`config.mk`:
```
export PLATFORM = sky130hd
export DESIGN_NAME = gbk_glyph_rasterizer
export DESIGN_NICKNAME = d
export VERILOG_FILES = /design/src/hdl/gbr_pkg.sv /design/src/hdl/gbk_glyph_rasterizer.sv
export SDC_FILE = /design/constraint.sdc
export NUM_CORES = 1
export LEC_CHECK = 0
export ABC_AREA = 1
export BUFFER_PORTS_ARGS = -buffer_cell sky130_fd_sc_hd__buf_2
export CAP_MARGIN = 30
export CORE_MARGIN = 8
export CORE_UTILIZATION = 35
export DETAILED_ROUTE_END_ITERATION = 10
export PLACE_DENSITY = 0.6
export SLEW_MARGIN = 20
export SYNTH_ARGS = -nofsm -noshare
export SYNTH_HDL_FRONTEND = slang
export SYNTH_SLANG_ARGS = --single-unit
```
`constraint.sdc`:
```
create_clock -name clk -period 19.5 [get_ports clk]
set_input_delay 0.975 -clock clk [delete_from_list [all_inputs] [get_ports clk]]
set_output_delay 0.975 -clock clk [all_outputs]
set_load 0.01 [all_outputs]
```
`src/hdl/gbr_pkg.sv`:
```
// Package with the shared types, codes and glyph size functions of the GBK glyph rasterizer.
`default_nettype none

package gbr_pkg;

    // Field widths.
    localparam int unsigned CODE_W   = 8;
    localparam int unsigned COORD_W  = 16;
    localparam int unsigned COLOR_W  = 16;
    localparam int unsigned ADDR_W   = 32;
    localparam int unsigned COUNT_W  = 8;
    localparam int unsigned ROW_W    = 6;
    localparam int unsigned BIT_W    = 3;
    localparam int unsigned INDEX_W  = 15;   // 190 * 125 + 189 fits in 15 bits
    localparam int unsigned OFFSET_W = 22;   // glyph index times at most 128 bytes

    // Stream payload widths, whole bytes.
    localparam int unsigned S_DATA_W = 56;
    localparam int unsigned M_DATA_W = 96;

    // Configuration port.
    localparam int unsigned CFG_IDX_W  = 3;
    localparam int unsigned CFG_DATA_W = 32;

    typedef enum logic [CFG_IDX_W-1:0] {
        CFG_SIZE_SELECT  = 3'd0,
        CFG_OVERLAY_MODE = 3'd1,
        CFG_BASE_ADDR_12 = 3'd2,
        CFG_BASE_ADDR_16 = 3'd3,
        CFG_BASE_ADDR_24 = 3'd4,
        CFG_BASE_ADDR_32 = 3'd5,
        CFG_FG_COLOR     = 3'd6,
        CFG_BG_COLOR     = 3'd7
    } cfg_index_t;

    typedef enum logic {
        OP_START = 1'b0,
        OP_BYTE  = 1'b1
    } opcode_t;

    typedef enum logic {
        KIND_REQUEST = 1'b0,
        KIND_PIXEL   = 1'b1
    } kind_t;

    typedef enum logic [1:0] {
        SIZE_12 = 2'd0,
        SIZE_16 = 2'd1,
        SIZE_24 = 2'd2,
        SIZE_32 = 2'd3
    } size_t;

    // GBK code range limits.
    localparam logic [CODE_W-1:0] HI_FIRST  = 8'h81;
    localparam logic [CODE_W-1:0] LO_FIRST  = 8'h40;
    localparam logic [CODE_W-1:0] LO_GAP    = 8'h7f;
    localparam logic [CODE_W-1:0] LO_SKIP   = 8'h41;
    localparam logic [CODE_W-1:0] CODE_BAD  = 8'hff;
    localparam logic [COUNT_W-1:0] GLYPHS_PER_ROW = 8'd190;

    // Glyph height in pixels for a size code.
    function automatic logic [ROW_W-1:0] glyph_height(input size_t size);
        logic [ROW_W-1:0] h;
        begin
            case (size)
                SIZE_12: h = 6'd12;
                SIZE_16: h = 6'd16;
                SIZE_24: h = 6'd24;
                default: h = 6'd32;
            endcase
            return h;
        end
    endfunction

    // Bytes per glyph for a size code.
    function automatic logic [COUNT_W-1:0] glyph_bytes(input size_t size);
        logic [COUNT_W-1:0] n;
        begin
            case (size)
                SIZE_12: n = 8'd24;
                SIZE_16: n = 8'd32;
                SIZE_24: n = 8'd72;
                default: n = 8'd128;
            endcase
            return n;
        end
    endfunction

    // Glyph index times bytes per glyph, built from shifts and at most one add.
    function automatic logic [OFFSET_W-1:0] glyph_offset(input logic [INDEX_W-1:0] idx,
                                                         input size_t size);
        logic [OFFSET_W-1:0] w;
        logic [OFFSET_W-1:0] r;
        begin
            w = OFFSET_W'(idx);
            case (size)
                SIZE_12: r = (w << 4) + (w << 3);
                SIZE_16: r = w << 5;
                SIZE_24: r = (w << 6) + (w << 3);
                default: r = w << 7;
            endcase
            return r;
        end
    endfunction

endpackage

`default_nettype wire

```
`src/hdl/gbk_glyph_rasterizer.sv`:
```
// Top level of the GBK glyph rasterizer: font address requests and glyph pixel expansion.
`default_nettype none

// The accepting edge loads the work register and a later step, once the output register has
// room, loads the output register, which puts the flash request of a start item on m_tdata.
// Throughput: one start item, or one font byte with no glyph open, per cycle; a font byte of
// an open glyph walks one bit per cycle, 1 to 8 bits, and every step waits for output room.
// Reset (rst_n low, asynchronous) empties both registers, closes any open glyph and loads the
// defaults: 16-pixel size, normal mode, bases zero, foreground 0x0000, background 0xffff.
module gbk_glyph_rasterizer
(
    input  wire logic                          clk,
    input  wire logic                          rst_n,

    // Item input.
    input  wire logic                          s_tvalid,
    output logic                               s_tready,
    // Fields from bit 0 up: code_high, code_low, origin_x, origin_y, font_byte.
    input  wire logic [gbr_pkg::S_DATA_W-1:0]  s_tdata,
    // Fields: opcode.
    input  wire logic                          s_tuser,

    // Result output.
    output logic                               m_tvalid,
    input  wire logic                          m_tready,
    // Fields from bit 0 up: flash_address, byte_count, blank_glyph, pixel_x, pixel_y,
    // pixel_color, then zero fill.
    output logic [gbr_pkg::M_DATA_W-1:0]       m_tdata,
    // Fields: kind.
    output logic                               m_tuser,
    output logic                               m_tlast,

    // Register write channel.
    input  wire logic                          cfg_valid,
    output logic                               cfg_ready,
    input  wire logic [gbr_pkg::CFG_IDX_W-1:0] cfg_index,
    input  wire logic [gbr_pkg::CFG_DATA_W-1:0] cfg_data
);

    // ------------------------------------------------------------------
    // Configuration registers.
    // ------------------------------------------------------------------
    gbr_pkg::size_t                   size_reg;
    logic                             overlay_reg;
    logic [gbr_pkg::ADDR_W-1:0]       base12_reg;
    logic [gbr_pkg::ADDR_W-1:0]       base16_reg;
    logic [gbr_pkg::ADDR_W-1:0]       base24_reg;
    logic [gbr_pkg::ADDR_W-1:0]       base32_reg;
    logic [gbr_pkg::COLOR_W-1:0]      fg_reg;
    logic [gbr_pkg::COLOR_W-1:0]      bg_reg;

    assign cfg_ready = 1'b1;

    always_ff @(posedge clk or negedge rst_n)
    begin
        if (!rst_n)
        begin
            size_reg    <= gbr_pkg::SIZE_16;
            overlay_reg <= 1'b0;
            base12_reg  <= '0;
            base16_reg  <= '0;
            base24_reg  <= '0;
            base32_reg  <= '0;
            fg_reg      <= '0;
            bg_reg      <= '1;
        end
        else if (cfg_valid)
        begin
            unique case (gbr_pkg::cfg_index_t'(cfg_index))
                gbr_pkg::CFG_SIZE_SELECT:  size_reg    <= gbr_pkg::size_t'(cfg_data[1:0]);
                gbr_pkg::CFG_OVERLAY_MODE: overlay_reg <= cfg_data[0];
                gbr_pkg::CFG_BASE_ADDR_12: base12_reg  <= cfg_data;
                gbr_pkg::CFG_BASE_ADDR_16: base16_reg  <= cfg_data;
                gbr_pkg::CFG_BASE_ADDR_24: base24_reg  <= cfg_data;
                gbr_pkg::CFG_BASE_ADDR_32: base32_reg  <= cfg_data;
                gbr_pkg::CFG_FG_COLOR:     fg_reg      <= cfg_data[15:0];
                gbr_pkg::CFG_BG_COLOR:     bg_reg      <= cfg_data[15:0];
                default:                   size_reg    <= size_reg;
            endcase
        end
    end

    // ------------------------------------------------------------------
    // Work register: the item currently being processed, plus the bit it
    // has reached when it is a font byte.
    // ------------------------------------------------------------------
    logic                             work_valid_reg, work_valid_next;
    gbr_pkg::opcode_t                 work_op_reg;
    logic [gbr_pkg::CODE_W-1:0]       work_hi_reg;
    logic [gbr_pkg::CODE_W-1:0]       work_lo_reg;
    logic [gbr_pkg::COORD_W-1:0]      work_x_reg;
    logic [gbr_pkg::COORD_W-1:0]      work_y_reg;
    logic [gbr_pkg::CODE_W-1:0]       work_byte_reg;
    logic [gbr_pkg::BIT_W-1:0]        work_bit_reg, work_bit_next;

    // Glyph drawing state.
    logic                             active_reg, active_next;
    logic [gbr_pkg::COORD_W-1:0]      column_x_reg, column_x_next;
    logic [gbr_pkg::ROW_W-1:0]        row_reg, row_next;
    logic [gbr_pkg::COORD_W-1:0]      top_row_reg, top_row_next;
    logic [gbr_pkg::COUNT_W-1:0]      bytes_left_reg, bytes_left_next;

    // Output register.
    logic                             m_valid_reg, m_valid_next;
    logic [gbr_pkg::M_DATA_W-1:0]     m_data_reg, m_data_next;
    logic                             m_user_reg, m_user_next;
    logic                             m_last_reg, m_last_next;

    logic                             out_room;
    logic                             step;
    logic                             step_done;
    logic                             emit;
    logic                             s_accept;

    // Request path.
    logic                             blank;
    logic [gbr_pkg::CODE_W-1:0]       lo_adj;
    logic [gbr_pkg::CODE_W-2:0]       hi_adj;
    logic [gbr_pkg::INDEX_W-1:0]      glyph_idx;
    logic [gbr_pkg::ADDR_W-1:0]       base_sel;
    logic [gbr_pkg::ADDR_W-1:0]       req_addr;
    logic [gbr_pkg::COUNT_W-1:0]      req_count;

    // Pixel path.
    logic [gbr_pkg::ROW_W-1:0]        height;
    logic [gbr_pkg::CODE_W-1:0]       shifted;
    logic                             bit_set;
    logic [gbr_pkg::ROW_W-1:0]        row_inc;
    logic                             col_end;
    logic                             later_emit;
    logic [gbr_pkg::BIT_W:0]          later_pos;
    logic [gbr_pkg::ROW_W:0]          later_row;
    logic [gbr_pkg::COORD_W-1:0]      pix_y;
    logic [gbr_pkg::COLOR_W-1:0]      pix_color;

    // The output register can take a result when it is empty or being drained.
    assign out_room = !m_valid_reg || m_tready;
    assign step     = work_valid_reg && out_room;
    assign s_tready = !work_valid_reg || (step && step_done);
    assign s_accept = s_tvalid && s_tready;

    // Address of the glyph in font flash.
    always_comb
    begin
        blank = (work_hi_reg < gbr_pkg::HI_FIRST) || (work_hi_reg == gbr_pkg::CODE_BAD)
             || (work_lo_reg < gbr_pkg::LO_FIRST) || (work_lo_reg == gbr_pkg::CODE_BAD);
        lo_adj = (work_lo_reg < gbr_pkg::LO_GAP) ? (work_lo_reg - gbr_pkg::LO_FIRST)
                                                 : (work_lo_reg - gbr_pkg::LO_SKIP);
        hi_adj = 7'(work_hi_reg - gbr_pkg::HI_FIRST);
        // 190 * hi_adj = 128 * hi_adj + 64 * hi_adj - 2 * hi_adj.
        glyph_idx = (gbr_pkg::INDEX_W'(hi_adj) << 7) + (gbr_pkg::INDEX_W'(hi_adj) << 6)
                  - (gbr_pkg::INDEX_W'(hi_adj) << 1) + gbr_pkg::INDEX_W'(lo_adj);
        case (size_reg)
            gbr_pkg::SIZE_12: base_sel = base12_reg;
            gbr_pkg::SIZE_16: base_sel = base16_reg;
            gbr_pkg::SIZE_24: base_sel = base24_reg;
            default:          base_sel = base32_reg;
        endcase
        req_count = gbr_pkg::glyph_bytes(size_reg);
        req_addr  = blank ? '0
                          : base_sel + gbr_pkg::ADDR_W'(gbr_pkg::glyph_offset(glyph_idx,
                                                                              size_reg));
    end

    // One bit of the current font byte per step.
    always_comb
    begin
        height    = gbr_pkg::glyph_height(size_reg);
        shifted   = work_byte_reg << work_bit_reg;
        bit_set   = shifted[gbr_pkg::CODE_W-1];
        row_inc   = row_reg + 6'd1;
        col_end   = (row_inc >= height);
        pix_y     = top_row_reg + gbr_pkg::COORD_W'(row_reg);
        pix_color = bit_set ? fg_reg : bg_reg;

        // Does any later bit of this byte still give a pixel? A later bit j steps on is
        // walked when it lies in the byte and the column has not ended before it.
        later_emit = 1'b0;
        for (int j = 1; j < 8; j++)
        begin
            later_pos = {1'b0, work_bit_reg} + 4'(j);
            later_row = {1'b0, row_reg} + 7'(j);
            if ((later_pos < 4'd8) && (later_row < {1'b0, height})
                && (shifted[7 - j] || !overlay_reg))
            begin
                later_emit = 1'b1;
            end
        end
    end

    // Step control, state update and result formation.
    always_comb
    begin
        step_done       = 1'b1;
        emit            = 1'b0;
        work_bit_next   = work_bit_reg;
        active_next     = active_reg;
        column_x_next   = column_x_reg;
        row_next        = row_reg;
        top_row_next    = top_row_reg;
        bytes_left_next = bytes_left_reg;
        m_data_next     = m_data_reg;
        m_user_next     = m_user_reg;
        m_last_next     = m_last_reg;

        if (work_op_reg == gbr_pkg::OP_START)
        begin
            emit = 1'b1;
            m_user_next = gbr_pkg::KIND_REQUEST;
            m_last_next = 1'b1;
            m_data_next = '0;
            m_data_next[31:0]  = req_addr;
            m_data_next[39:32] = req_count;
            m_data_next[40]    = blank;
            if (step)
            begin
                active_next     = 1'b1;
                column_x_next   = work_x_reg;
                top_row_next    = work_y_reg;
                row_next        = '0;
                bytes_left_next = req_count;
            end
        end
        else if (active_reg)
        begin
            step_done   = col_end || (work_bit_reg == 3'd7);
            emit        = bit_set || !overlay_reg;
            m_user_next = gbr_pkg::KIND_PIXEL;
            m_last_next = step_done || !later_emit;
            m_data_next = '0;
            m_data_next[56:41] = column_x_reg;
            m_data_next[72:57] = pix_y;
            m_data_next[88:73] = pix_color;
            if (step)
            begin
                work_bit_next = work_bit_reg + 3'd1;
                if (col_end)
                begin
                    row_next      = '0;
                    column_x_next = column_x_reg + 16'd1;
                end
                else
                begin
                    row_next = row_inc;
                end
                if (step_done)
                begin
                    bytes_left_next = bytes_left_reg - 8'd1;
                    if (bytes_left_next == '0)
                    begin
                        active_next = 1'b0;
                    end
                end
            end
        end

        if (s_accept)
        begin
            work_bit_next = '0;
        end

        work_valid_next = s_accept || (work_valid_reg && !(step && step_done));

        if (step && emit)
        begin
            m_valid_next = 1'b1;
        end
        else
        begin
            m_valid_next = m_valid_reg && !m_tready;
            m_data_next  = m_data_reg;
            m_user_next  = m_user_reg;
            m_last_next  = m_last_reg;
        end
    end

    // Control state.
    always_ff @(posedge clk or negedge rst_n)
    begin
        if (!rst_n)
        begin
            work_valid_reg <= 1'b0;
            work_bit_reg   <= '0;
            active_reg     <= 1'b0;
            column_x_reg   <= '0;
            row_reg        <= '0;
            top_row_reg    <= '0;
            bytes_left_reg <= '0;
            m_valid_reg    <= 1'b0;
        end
        else
        begin
            work_valid_reg <= work_valid_next;
            work_bit_reg   <= work_bit_next;
            active_reg     <= active_next;
            column_x_reg   <= column_x_next;
            row_reg        <= row_next;
            top_row_reg    <= top_row_next;
            bytes_left_reg <= bytes_left_next;
            m_valid_reg    <= m_valid_next;
        end
    end

    // Payload registers.
    always_ff @(posedge clk)
    begin
        if (s_accept)
        begin
            work_op_reg   <= gbr_pkg::opcode_t'(s_tuser);
            work_hi_reg   <= s_tdata[7:0];
            work_lo_reg   <= s_tdata[15:8];
            work_x_reg    <= s_tdata[31:16];
            work_y_reg    <= s_tdata[47:32];
            work_byte_reg <= s_tdata[55:48];
        end
        m_data_reg <= m_data_next;
        m_user_reg <= m_user_next;
        m_last_reg <= m_last_next;
    end

    assign m_tvalid = m_valid_reg;
    assign m_tdata  = m_data_reg;
    assign m_tuser  = m_user_reg;
    assign m_tlast  = m_last_reg;

endmodule

`default_nettype wire
```
Word level (Yosys, flattened, before mapping)
Index checks and enable logic that the tools add are counted.

Register bits after elaboration: 363. Bits in latches: 0. RAM bits: 0. Bits in read-only memories: 0. Input port bits: 97. Output and inout port bits: 101. Logic and storage cells: 201. Memories: 0.

Add/subtract/negate cells: 28. $mul: 0. Div/mod/pow operators: 0. Order comparisons: 18. Equality and inequality tests: 16. Shift-type cells: 1. Muxes and demuxes: 48. Bitwise logic cells: 1. Reduce and logical (&&, ||, !) cells: 63.

Operator list (number): 2-to-1 mux 16 bit (6); case mux 32 bit (3 select lines) (1); 2-to-1 mux 89 bit (1); case mux 22 bit (3 select lines) (1); < comparator 7 x 6 -> 1 bit (7); 2-to-1 mux 8 bit (6); 2-to-1 mux 41 bit (1); adder 32 x 22 -> 32 bit (1); 2-to-1 mux 32 bit (1); 2-to-1 mux 6 bit (5); adder 6 x 3 -> 7 bit, second input constant (4); < comparator 4 bit, second input constant (7); case mux 8 bit (3 select lines) (1); adder 21 x 18 -> 22 bit (1); adder 19 x 18 -> 20 bit (1); logical AND 1 bit (20); 2-to-1 mux 1 bit (20); AND reduction 2 bit (10); case mux 6 bit (3 select lines) (1); adder 16 x 1 -> 16 bit, second input constant (1); adder 16 x 6 -> 16 bit (1); adder 3 x 3 -> 4 bit, second input constant (4); equality test 8 bit, second input constant (2); logical OR 1 bit (16); other kinds (32) (56).

Depth between registers and ports, before layout
Word-level depth: 15. Gate-level depth with buffers: 44. Depth with buffers taken out: 44.

Least setup slack after synthesis
Ideal clock, no wire load.

Path type: register to register. Start: reg work_hi_reg[0] (netlist bit). End: reg m_data_reg (netlist bit m_tdata[28]), data pin. Library setup time: 0.253 ns. Arrival: 5.966 ns. Required time: 19.247 ns. Path slack: 13.281 ns. Cell stages (with the launch flop): 40. Period minus slack after synthesis: 6.219 ns. Path through: edfxtp_1 inv_1 ha_1 nand2_1 nor3_1 inv_1 or2_2 nand2_1 fa_1 fa_1 inv_1 ha_1 nand2_1 nor2_1 nor2_1 nand2_1 nand2_1 nand2_1 [4 not listed] a21oi_1 nand2_1 nand2_1 or2_1 nand3_1 nand3b_1 o21ai_1 inv_1 ha_1 a21oi_1 o21ai_0 a21oi_1 nand2_1 a21o_1 nand3_1 nand2_1 nand2_1 nor2_1.

Word-level cells in the longest chain between the ends: 9. Elaborated cells on any way between the ends: 15.

RTL lines: start, declared (line gbk_glyph_rasterizer.sv:89) `logic [gbr_pkg::CODE_W-1:0] work_hi_reg;`; start signal, assigned (line gbk_glyph_rasterizer.sv:310) `work_hi_reg <= s_tdata[7:0];`; subtractor 7 x 1 -> 7 bit (line gbk_glyph_rasterizer.sv:149) `hi_adj = 7'(work_hi_reg - gbr_pkg::HI_FIRST);`; adder 14 x 13 -> 15 bit (line gbk_glyph_rasterizer.sv:151) `glyph_idx = (gbr_pkg::INDEX_W'(hi_adj) << 7) + (gbr_pkg::INDEX_W'(hi_adj) << 6)`; subtractor 15 x 8 -> 15 bit (line gbk_glyph_rasterizer.sv:152) `- (gbr_pkg::INDEX_W'(hi_adj) << 1) + gbr_pkg::INDEX_W'(lo_adj);`; adder 15 x 8 -> 15 bit (line gbk_glyph_rasterizer.sv:152); adder 21 x 18 -> 22 bit / adder 19 x 18 -> 20 bit (equally long branches) (line gbr_pkg.sv:99, gbr_pkg.sv:97); case mux 22 bit (3 select lines) (line gbr_pkg.sv:96) `case (size)`; adder 32 x 22 -> 32 bit (line gbk_glyph_rasterizer.sv:161) `: base_sel + gbr_pkg::ADDR_W'(gbr_pkg::glyph_offset(glyph_idx,`; 2-to-1 mux 32 bit * (line gbk_glyph_rasterizer.sv:160) `req_addr = blank ? '0`; 2-to-1 mux 41 bit * (line gbk_glyph_rasterizer.sv:206) `if (work_op_reg == gbr_pkg::OP_START)`; end signal, assigned (line gbk_glyph_rasterizer.sv:316) `m_data_reg <= m_data_next;`; end, declared (line gbk_glyph_rasterizer.sv:105) `logic [gbr_pkg::M_DATA_W-1:0] m_data_reg, m_data_next;`.

Mark *: on every way between the ends. The rest lies on a longest branch, timed or not. A chain may end at the register's enable or synchronous reset.

Worst setup path after layout
Start: reg work_hi_reg[0] (netlist bit). End: reg m_data_reg (netlist bit m_tdata[22]), data pin.

Same word-level chain as after synthesis.

==> flow_summary.toml <==
[sta]
fin_tns_setup_ns = 0
fin_crit_sh_pct = 36.30
period_needed_ns = 7.079
slew_violations = 0
clock.fmax_mhz = 141.3
slew_headroom_pct = 41.25
setup_ws_ns = 12.42
rsz0062_at_grt = "no"
tightest_slew_ns = 0.8803
finalSetupViolCount = 0
finClkSkew_ns = 0.02750
hold_viol = 0

[finish]
mostFrequentLayoutCells = "nand2_1, o21ai_0, inv_1"
fin_nets = 2778
area_growth_pct = 15.93
final_layout_size_suffix_gt1_share_pct = 12.86
layout_commonest_cell = "nand2_1"
largest_reg_flops = 86
num_antenna_cells = 0

[yosys]
syn_inst = 2371
syn_area_mm2 = 0.02017
ys_seq_elements = 360
synthFlopType = "dfrtp_1"
yosys_warnings = 0
ys_seq_area_share_pct = 48.37
syn_avg_cell_area_um2 = 8.506
synth_edf_count = 145
ys_types = 62
async_flop_share_pct = 59.72

[global_route]
grt_pass1_vias = 16535
grt_antenna_before_repair = 1
grt_pass1_wl_um = 87890
grt_usage_pct = 16.15
grt_max_degree = 80
grt.overflow.total = 0

[setup_path]
endpoint_kind = "register"
critical_path_class = "reg -> reg"
crit_arrival_ns = 7.47
slowest_stage = "fa_1"
critPathMaxFanout = 8
cp-start-kind = "register"
path_common_cell = "nand2_1"
crit_path_max_incr_delay_ns = 0.52
worstPathRequired_ns = 19.89

[detailed_routing]
viasPerCell = 4.998
dr.first_iter.drc_count = 1303
vias = 16687
wire_per_inst_um = 16.29
drtAntennaViolNets = 0
drc = 0
drtPass1Iterations = 7
routed_wl_um = 54400

[clock_network]
clk_latency_ns = 0.57
cts_hold_buf = 0
clock-root-buffer = "clkbuf_16"
ctsResizeCount = 0
cts_buffer_depth = 3
clock_sinks = 360
post_cts_buffers = 0
cts_tree = "built"
htreeDepth = 2
cts_buffers = 44
clk_pin_slew_worst_paths_ns = 0.06

[floorplanning]
core-area_mm2 = 0.05737
boundaryPins = 198
die-area_mm2 = 0.06556
rows = 88
initial_core_util_pct = 35.16
die_y_um = 256.1
die_x_um = 256.1

[placed_design]
hpwlAfterDp_um = 38290
post-place-ws_ns = 12.55
routabilityCongestion = 0.8753
port_buffers = 186

[min_path]
hp-class = "in -> async"

[flow_run]
max-cap-violations = 0

[outcome]
status = "finished, final reports clean"
## cell families (layout without fill, tap and decap cells)
family / count (synthesis) / after routing / share of synthesized area, %
buffers and inverters: 361 / 555 / 6.998
AO/OA/AOI/OAI: 560 / 560 / 15.21
other: 2 / 11 / 0.03724
AND/OR/NAND/NOR: 895 / 895 / 18.00
multiplexers: 3 / 3 / 0.1551
adder cells (fa/ha/maj): 142 / 142 / 9.107
flip-flops: 360 / 360 / 48.37
XOR/XNOR: 48 / 48 / 2.122
## per-layer routing
| layer | vias up | global-route usage, % | routed length (µm) |
|---|---|---|---|
| met5 | - | 0 | 12 |
| met4 | 2 | 4.550 | 1357 |
| met3 | 90 | 3.085 | 2865 |
| met2 | 448 | 26.81 | 25670 |
| met1 | 7911 | 21.34 | 24500 |
| li1 | 8236 | - | - |
## worst paths after layout
path / from / end / cells past startpoint / slack, ns
min in group clk: work_y_reg[2] / top_row_reg[2] / 2 / 0.45
max in group asynchronous: rst_n / top_row_reg[14] / 2 / 17.79
setup reg to reg: work_hi_reg[0] / m_tdata[22] / 38 / 12.42
setup / recovery: work_hi_reg[0] / m_tdata[22] / 38 / 12.42
hold reg to reg: work_y_reg[2] / top_row_reg[2] / 2 / 0.45
hold / removal: rst_n / base12_reg[25] / 1 / 0.39
## worst max-delay path: cells and delay by family, from the launching register on
kind            cells  cell delay, ns
compound gates      7            1.34
fa+ha+maj           6            2.32
flops               1            0.51
buf+inv             5            0.34
simple gates       20            2.39
## Yosys cell counts (4+ instances only)
cell type | n | area [µm²]
nor2_1 | 178 | 668.1
xor2_1 | 37 | 324.1
nand2_2 | 5 | 31.28
a21oi_1 | 171 | 855.8
inv_1 | 263 | 987.2
dfrtp_1 | 198 | 4955
nand3b_1 | 4 | 30.03
o21bai_1 | 4 | 30.03
o211ai_1 | 4 | 30.03
or2_2 | 9 | 56.30
o2111ai_1 | 7 | 61.31
nand3_1 | 74 | 370.4
buf_2 | 11 | 55.05
buf_4 | 11 | 82.58
o21a_1 | 6 | 45.04
nand4_1 | 17 | 106.4
fa_1 | 8 | 160.2
o21ai_0 | 275 | 1376
a31oi_1 | 29 | 181.4
buf_1 | 7 | 26.28
clkbuf_1 | 63 | 236.5
xnor2_1 | 10 | 87.58
o22ai_1 | 14 | 87.58
a21o_1 | 5 | 37.54
o21ai_1 | 8 | 40.04
edfxtp_1 | 145 | 4354
nor3_1 | 14 | 70.07
ha_1 | 134 | 1677
a22o_1 | 9 | 78.83
dfstp_2 | 17 | 446.7
nand2_1 | 576 | 2162
## cell type report
class	count	area (µm²)
tap	765	957.2
multi-input combinational	1659	9070
inverter	268	1008
clock inverter	9	88.84
timing repair buffer	206	1119
sequential	360	9756
clock buffer	72	1381
fill	5635	33990
## metrics by stage
| step | instances | cell area, µm² | hold slack, ns | util [%] |
|---|---|---|---|---|
| 2_1_floorplan | 2380 | 20200 | 0.4244 | - |
| 3_3_place_gp | 3256 | 21870 | 0.4500 | 38.12 |
| 3_5_place_dp | 3256 | 21870 | 0.4423 | 38.12 |
| 4_1_cts | 3337 | 23340 | 0.3844 | 40.68 |
| 5_1_grt | 3339 | 23380 | 0.4155 | 40.76 |
| 6_report | 3339 | 23380 | 0.3943 | 40.76 |
Power is left out: the tool's default activity adds up to more than one toggle a clock period on the data nets, which glitch-free logic cannot reach.
